==> src/rtl/sdss_pkg.sv <==
`default_nettype none
// ----------------------------------------------------------------------------
// sdss_pkg
// shared types, command codes and widths of the sparse/dense symbol set
// ----------------------------------------------------------------------------
package sdss_pkg;

    localparam int unsigned SYM_W             = 10;
    localparam int unsigned POS_W             = 11;
    localparam int unsigned CMD_W             = 3;
    localparam int unsigned MAX_SYMBOLS_DFLT  = 1024;
    localparam logic [POS_W-1:0] CAP_RESET    = 11'd1024;

    // item commands
    localparam logic [CMD_W-1:0] CMD_CLEAR    = 3'd0;
    localparam logic [CMD_W-1:0] CMD_INCLUDE  = 3'd1;
    localparam logic [CMD_W-1:0] CMD_CONTAINS = 3'd2;
    localparam logic [CMD_W-1:0] CMD_WRITE    = 3'd3;
    localparam logic [CMD_W-1:0] CMD_READ     = 3'd4;
    localparam logic [CMD_W-1:0] CMD_LINK     = 3'd5;

    // dense read address source
    localparam logic [1:0] DS_POS_IN = 2'd0;
    localparam logic [1:0] DS_SPARSE = 2'd1;
    localparam logic [1:0] DS_WALK   = 2'd2;

    typedef struct packed {
        logic [CMD_W-1:0] command;
        logic [SYM_W-1:0] symbol;
        logic [POS_W-1:0] position;
    } t_in;

    typedef struct packed {
        logic             member;
        logic [POS_W-1:0] set_size;
        logic [SYM_W-1:0] dense_value;
        logic             error;
    } t_out;

    // controller to datapath
    typedef struct packed {
        logic       latch;
        logic       clr_write;
        logic [1:0] dsel;
        logic       set_err;
        logic       set_member;
        logic       cap_value;
        logic       cap_p;
        logic       wr_dense_pos;
        logic       clr_count;
        logic       ins_write;
        logic       walk_start;
        logic       walk_chk;
        logic       walk_build;
        logic       set_count_pos;
        logic       load_out;
    } t_ctl;

    // datapath to controller
    typedef struct packed {
        logic             clr_last;
        logic             range_err;
        logic [CMD_W-1:0] cmd;
        logic             is_member;
        logic             full;
        logic             walk_done;
        logic             walk_bad;
        logic             out_free;
    } t_sts;

endpackage
`default_nettype wire

==> src/rtl/sdss_ctrl.sv <==
`default_nettype none
// ----------------------------------------------------------------------------
// sdss_ctrl
// state machine sequencing the memory clear, each command and the link walk
// ----------------------------------------------------------------------------
module sdss_ctrl
    import sdss_pkg::*;
(
    input  wire logic i_clk,
    input  wire logic i_rst_n,
    input  wire logic i_in_valid,
    output logic      o_in_ready,
    input  wire t_sts i_sts,
    output t_ctl      o_ctl
);

    localparam logic [3:0] S_CLEAR  = 4'd0;
    localparam logic [3:0] S_IDLE   = 4'd1;
    localparam logic [3:0] S_DECODE = 4'd2;
    localparam logic [3:0] S_DCHK   = 4'd3;
    localparam logic [3:0] S_LCHK   = 4'd4;
    localparam logic [3:0] S_LBUILD = 4'd5;
    localparam logic [3:0] S_OUT    = 4'd6;

    logic [3:0] r_state;
    logic [3:0] n_state;

    always_ff @(posedge i_clk) begin
        if (!i_rst_n) begin
            r_state <= S_CLEAR;
        end else begin
            r_state <= n_state;
        end
    end

    always_comb begin
        n_state    = r_state;
        o_in_ready = 1'b0;
        o_ctl      = '0;
        o_ctl.dsel = DS_POS_IN;
        unique case (r_state)
            S_CLEAR: begin
                o_ctl.clr_write = 1'b1;
                if (i_sts.clr_last) begin
                    n_state = S_IDLE;
                end
            end
            S_IDLE: begin
                o_in_ready  = 1'b1;
                o_ctl.latch = i_in_valid;
                if (i_in_valid) begin
                    n_state = S_DECODE;
                end
            end
            S_DECODE: begin
                n_state = S_OUT;
                if (i_sts.range_err) begin
                    o_ctl.set_err = 1'b1;
                end else begin
                    unique case (i_sts.cmd)
                        CMD_CLEAR:    o_ctl.clr_count    = 1'b1;
                        CMD_WRITE:    o_ctl.wr_dense_pos = 1'b1;
                        CMD_READ:     o_ctl.cap_value    = 1'b1;
                        CMD_INCLUDE, CMD_CONTAINS: begin
                            // sparse entry is out, fetch the dense entry it points at
                            o_ctl.dsel  = DS_SPARSE;
                            o_ctl.cap_p = 1'b1;
                            n_state     = S_DCHK;
                        end
                        CMD_LINK: begin
                            o_ctl.walk_start = 1'b1;
                            n_state          = S_LCHK;
                        end
                        default: n_state = S_OUT;
                    endcase
                end
            end
            S_DCHK: begin
                n_state = S_OUT;
                priority if (i_sts.is_member) begin
                    o_ctl.set_member = 1'b1;
                end else if (i_sts.cmd == CMD_INCLUDE) begin
                    if (i_sts.full) begin
                        o_ctl.set_err = 1'b1;
                    end else begin
                        o_ctl.ins_write  = 1'b1;
                        o_ctl.set_member = 1'b1;
                    end
                end else begin
                    // contains of a symbol that is not a member
                    o_ctl.set_member = 1'b0;
                end
            end
            S_LCHK: begin
                o_ctl.dsel     = DS_WALK;
                o_ctl.walk_chk = 1'b1;
                if (i_sts.walk_done) begin
                    o_ctl.walk_chk = 1'b0;
                    if (i_sts.walk_bad) begin
                        o_ctl.set_err = 1'b1;
                        n_state       = S_OUT;
                    end else begin
                        o_ctl.set_count_pos = 1'b1;
                        o_ctl.walk_start    = 1'b1;
                        n_state             = S_LBUILD;
                    end
                end
            end
            S_LBUILD: begin
                o_ctl.dsel       = DS_WALK;
                o_ctl.walk_build = 1'b1;
                if (i_sts.walk_done) begin
                    o_ctl.walk_build = 1'b0;
                    n_state          = S_OUT;
                end
            end
            S_OUT: begin
                if (i_sts.out_free) begin
                    o_ctl.load_out = 1'b1;
                    n_state        = S_IDLE;
                end
            end
            default: n_state = S_IDLE;
        endcase
    end

    a_accept_decode: assert property (@(posedge i_clk) disable iff (!i_rst_n)
        (o_in_ready && i_in_valid) |=> r_state == S_DECODE)
        else $error("accepted item not decoded");

    a_load_free: assert property (@(posedge i_clk) disable iff (!i_rst_n)
        o_ctl.load_out |-> i_sts.out_free)
        else $error("result loaded over an untaken result");

    a_clear_done: assert property (@(posedge i_clk) disable iff (!i_rst_n)
        (r_state == S_CLEAR && i_sts.clr_last) |=> o_in_ready)
        else $error("clear pass finished but input not opened");

endmodule
`default_nettype wire

==> config.mk <==
export PLATFORM = sky130hd
export DESIGN_NAME = sdss_ctrl
export DESIGN_NICKNAME = d
export VERILOG_FILES = /design/src/rtl/sdss_pkg.sv /design/src/rtl/sdss_ctrl.sv
export SDC_FILE = /design/constraint.sdc
export NUM_CORES = 1
export LEC_CHECK = 0
export BUFFER_PORTS_ARGS = -buffer_cell sky130_fd_sc_hd__buf_2
export CELL_PAD_IN_SITES_DETAIL_PLACEMENT = 0
export CELL_PAD_IN_SITES_GLOBAL_PLACEMENT = 1
export CORE_MARGIN = 2
export CORE_UTILIZATION = 22
export DETAILED_ROUTE_END_ITERATION = 10
export GPL_TIMING_DRIVEN = 1
export HOLD_SLACK_MARGIN = 0.06
export PLACE_DENSITY_LB_ADDON = 0.1
export SLEW_MARGIN = 10
export SYNTH_ARGS = -nofsm -noshare
export SYNTH_HDL_FRONTEND = slang
export SYNTH_SLANG_ARGS = --single-unit
==> constraint.sdc <==
create_clock -name i_clk -period 1.46 [get_ports i_clk]
set_input_delay 0.292 -clock i_clk [delete_from_list [all_inputs] [get_ports i_clk]]
set_output_delay 0.292 -clock i_clk [all_outputs]
set_load 0.02 [all_outputs]
==> summary.txt <==
====================================================================================
Final net count .......................................................          121
Utilization after layout ..............................................        0.557
Min setup slack post-route ............................................    -0.435 ns
Overall track demand over capacity in global routing ..................        0.148
Share of the clock period used by the worst path ......................         1.30
Switching share of power ..............................................        0.413
Class of the worst hold path ..........................................       in2reg
Average vias per placed instance ......................................         4.77
Die H .................................................................      47.5 um
Sequential cell fraction of total power ...............................        0.121
Power density cells ................................................... 1050 mW/mm^2
Clock Tree Root ....................................................... sky130_fd_sc_hd__clkbuf_4
Total routed wirelength ...............................................      1.53 mm
GRT Residual Overflow .................................................            0
Actual slew at the worst max-slew pin .................................     0.290 ns
Port buffer count .....................................................           29
Number of enable-type register cells in the synthesized netlist .......            0
Top FF cell, synth .................................................... sky130_fd_sc_hd__dfxtp_1
Number of storage elements in the synthesis netlist ...................            3
Largest registers .....................................................   r_state x3
Overall die area ...................................................... 0.00225 sq mm
DRC viols .............................................................            0
Via count of the routed design ........................................          630
I/O pin count .........................................................           30
Routability-driven placement congestion ratio .........................        0.782
Total count of hold-check failures in the final report ................            0
Max VDD drop ..........................................................   0.000487 V
Number of hold buffers added after cts ................................            0
X dimension of the die ................................................      47.5 um
Average wire length per cell after detail routing .....................      11.6 um
Switching component of the power ......................................     0.421 mW
Instance count of the mapped netlist ..................................           58
Worst setup path category .............................................      reg2out
Most flops, register ..................................................      r_state
Clock latency on the worst-skew pair ..................................      0.23 ns
Leakage power of the design ...........................................     0.451 nW
TritonCTS clock tree ..................................................        built
Clock Tree Buf Depth ..................................................            2
Violations in the final reports ....................................... negative setup slack
Fraction of final layout cells with drive strength greater than 1 .....        0.729
Outcome ............................................................... complete, but fails checks
Min cycle time layout .................................................      1.89 ns
Internal ..............................................................     0.598 mW
Cell type group with the largest total delay on the critical path ..... simple AND/OR/NAND/NOR gates
Commonest cells in the netlist ........................................ sky130_fd_sc_hd__nor2_1, sky130_fd_sc_hd__nor3_1, sky130_fd_sc_hd__nand2_1, sky130_fd_sc_hd__nor3b_1
Critical path's slowest cell .......................................... sky130_fd_sc_hd__or4b_4
Final number of max-transition violations .............................            0
Sequential share of the synthesized area ..............................        0.145
Post-route worst hold slack ...........................................     0.321 ns
Synthesized Nets ......................................................           71
Starting Density ......................................................        0.238
Worst clock skew ......................................................   0.00118 ns
Worst-path clk slew ...................................................      0.04 ns
Req. time, crit path ..................................................      1.17 ns
Synth area leader ..................................................... sky130_fd_sc_hd__dfxtp_1
Buffers plus inverters on the worst setup path ........................            1
Arrival time of data at the critical path endpoint ....................      1.60 ns
Total standard cell area after synthesis ..............................    415 sq um
Count of different cell masters after synthesis .......................           36
Critical path capture point type ...................................... primary output
Detailed Route Iter0 Violations .......................................           14
Comb pwr share ........................................................        0.736
Max reg flops .........................................................            3
Drt pass-1 iters ......................................................            4
Maxcap violations .....................................................            0
Maximum operating frequency ...........................................    0.528 GHz
Maximum fanout count along the critical path ..........................            2
Number of buffers inserted during clock tree synthesis ................            3
List of cells traversed by the critical path .......................... or4b_4, or2_4, o21bai_4, buf_6
Clock net sink count ..................................................            3
Inserted Diodes .......................................................            0
Tightest slew margin relative to the limit ............................        0.804
Setup TNS .............................................................     -2.96 ns
HPWL after detailed placement .........................................      1.14 mm
Global-route wire length before repair ................................      2.35 mm
Average size of a mapped cell .........................................   7.16 sq um
Placement row count ...................................................           15
Delay of the slowest cell on the worst path ...........................      0.53 ns
Setup repair after global routing missed its margin ...................          yes
Portion of total power attributed to the clock network ................        0.142
Floorplan core area ................................................... 0.00175 sq mm
Antenna violations before repair ......................................            0
Antenna Nets Post-Route ...............................................            0
Kind of start point of the critical path ..............................     register
Share of flip-flops with an asynchronous set or reset after synthesis .            0
Pin count of the biggest net entering global routing ..................           13
Vias in the first global route ........................................          522
H-tree level count ....................................................            1
Top cells by area in the synthesized netlist .......................... sky130_fd_sc_hd__dfxtp_1, sky130_fd_sc_hd__nor3b_1, sky130_fd_sc_hd__nor3_1
Warnings from Yosys ...................................................            0
Synth top area share ..................................................        0.145
Setup violation total in the final timing report ......................           16
Worst setup slack before clock tree synthesis .........................    -0.272 ns
Area growth from synthesis to final layout ............................         134%
====================================================================================
-- path summary, 6_finish.rpt --
check | from | end | slack, ns | cells after the start
worst max-delay path | r_state[2]$_SDFFE_PN0P_ | o_ctl[4] | -0.43 | 4
worst min-delay path | i_rst_n | r_state[2]$_SDFFE_PN0P_ | 0.32 | 2
worst max register to register | r_state[1]$_SDFFE_PN0P_ | r_state[2]$_SDFFE_PN0P_ | 0.11 | 5
worst min register to register | r_state[2]$_SDFFE_PN0P_ | r_state[0]$_SDFFE_PN0P_ | 0.73 | 3
-- metal layers --
| layer | global-route usage | share of wire | vias up |
|---|---|---|---|
| met3 | 0.0340 | 0.073 | 0 |
| li1 | - | - | 315 |
| met1 | 0.227 | 0.45 | 297 |
| met4 | 0.0333 | 0 | 0 |
| met2 | 0.208 | 0.47 | 18 |
| met5 | 0 | 0 | - |
-- stage by stage --
stage                     cells  total power, mW  area [sq um]
after global routing        132             1.09           972
after floorplan              58            0.468           503
after CTS                   131             1.00           958
final                       132             1.02           972
after global placement      121            0.663           758
after detailed placement    121            0.666           758
-- final cells by class --
cell class | count | area, sq um
multi-input combinational | 47 | 459
tap | 25 | 31.3
timing repair buffer | 50 | 379
fill | 170 | 773
inverter | 3 | 13.8
sequential | 3 | 62.6
clock buffer | 4 | 26.3
-- power by group through the flow --
stage / registers [mW] / clock network, mW / logic, mW
3_3_place_gp: 0.118 / 0 / 0.545
2_1_floorplan: 0.123 / 0 / 0.346
5_1_grt: 0.125 / 0.153 / 0.809
6_report: 0.123 / 0.145 / 0.750
4_1_cts: 0.120 / 0.150 / 0.731
3_5_place_dp: 0.119 / 0 / 0.547
-- worst reg2reg max path, stage by stage (launching register included) --
cell                      delay, ns
sky130_fd_sc_hd__dfxtp_1       0.34
sky130_fd_sc_hd__buf_6         0.12
sky130_fd_sc_hd__buf_6         0.11
sky130_fd_sc_hd__and2b_2       0.24
sky130_fd_sc_hd__buf_4         0.14
sky130_fd_sc_hd__o31a_1        0.29
-- logic make-up after synthesis --
kind of cell	share of synthesized area
AOI/OAI and AO/OA	0.256
xor gates and xnor gates	0.0211
buffers and inverters	0.0874
DFF	0.145
and+or+nand+nor	0.491
-- timing repair --
action	CTS	global route
gates resized for setup	36	3
setup endpoints to repair	16	17
pin swaps	2	2
buffers inserted	6	1
-- cells in the final DEF (no fill, tap or decap), drive strengths merged, types with 2 or more instances in the layout --
master,count
o21ai,2
nor3b,4
buf,50
clkbuf,4
nor2,5
inv,3
dfxtp,3
nor3,6
nand2b,3
nand2,4
nor4b,2
No activity file was read; power rests on OpenSTA's default activity.
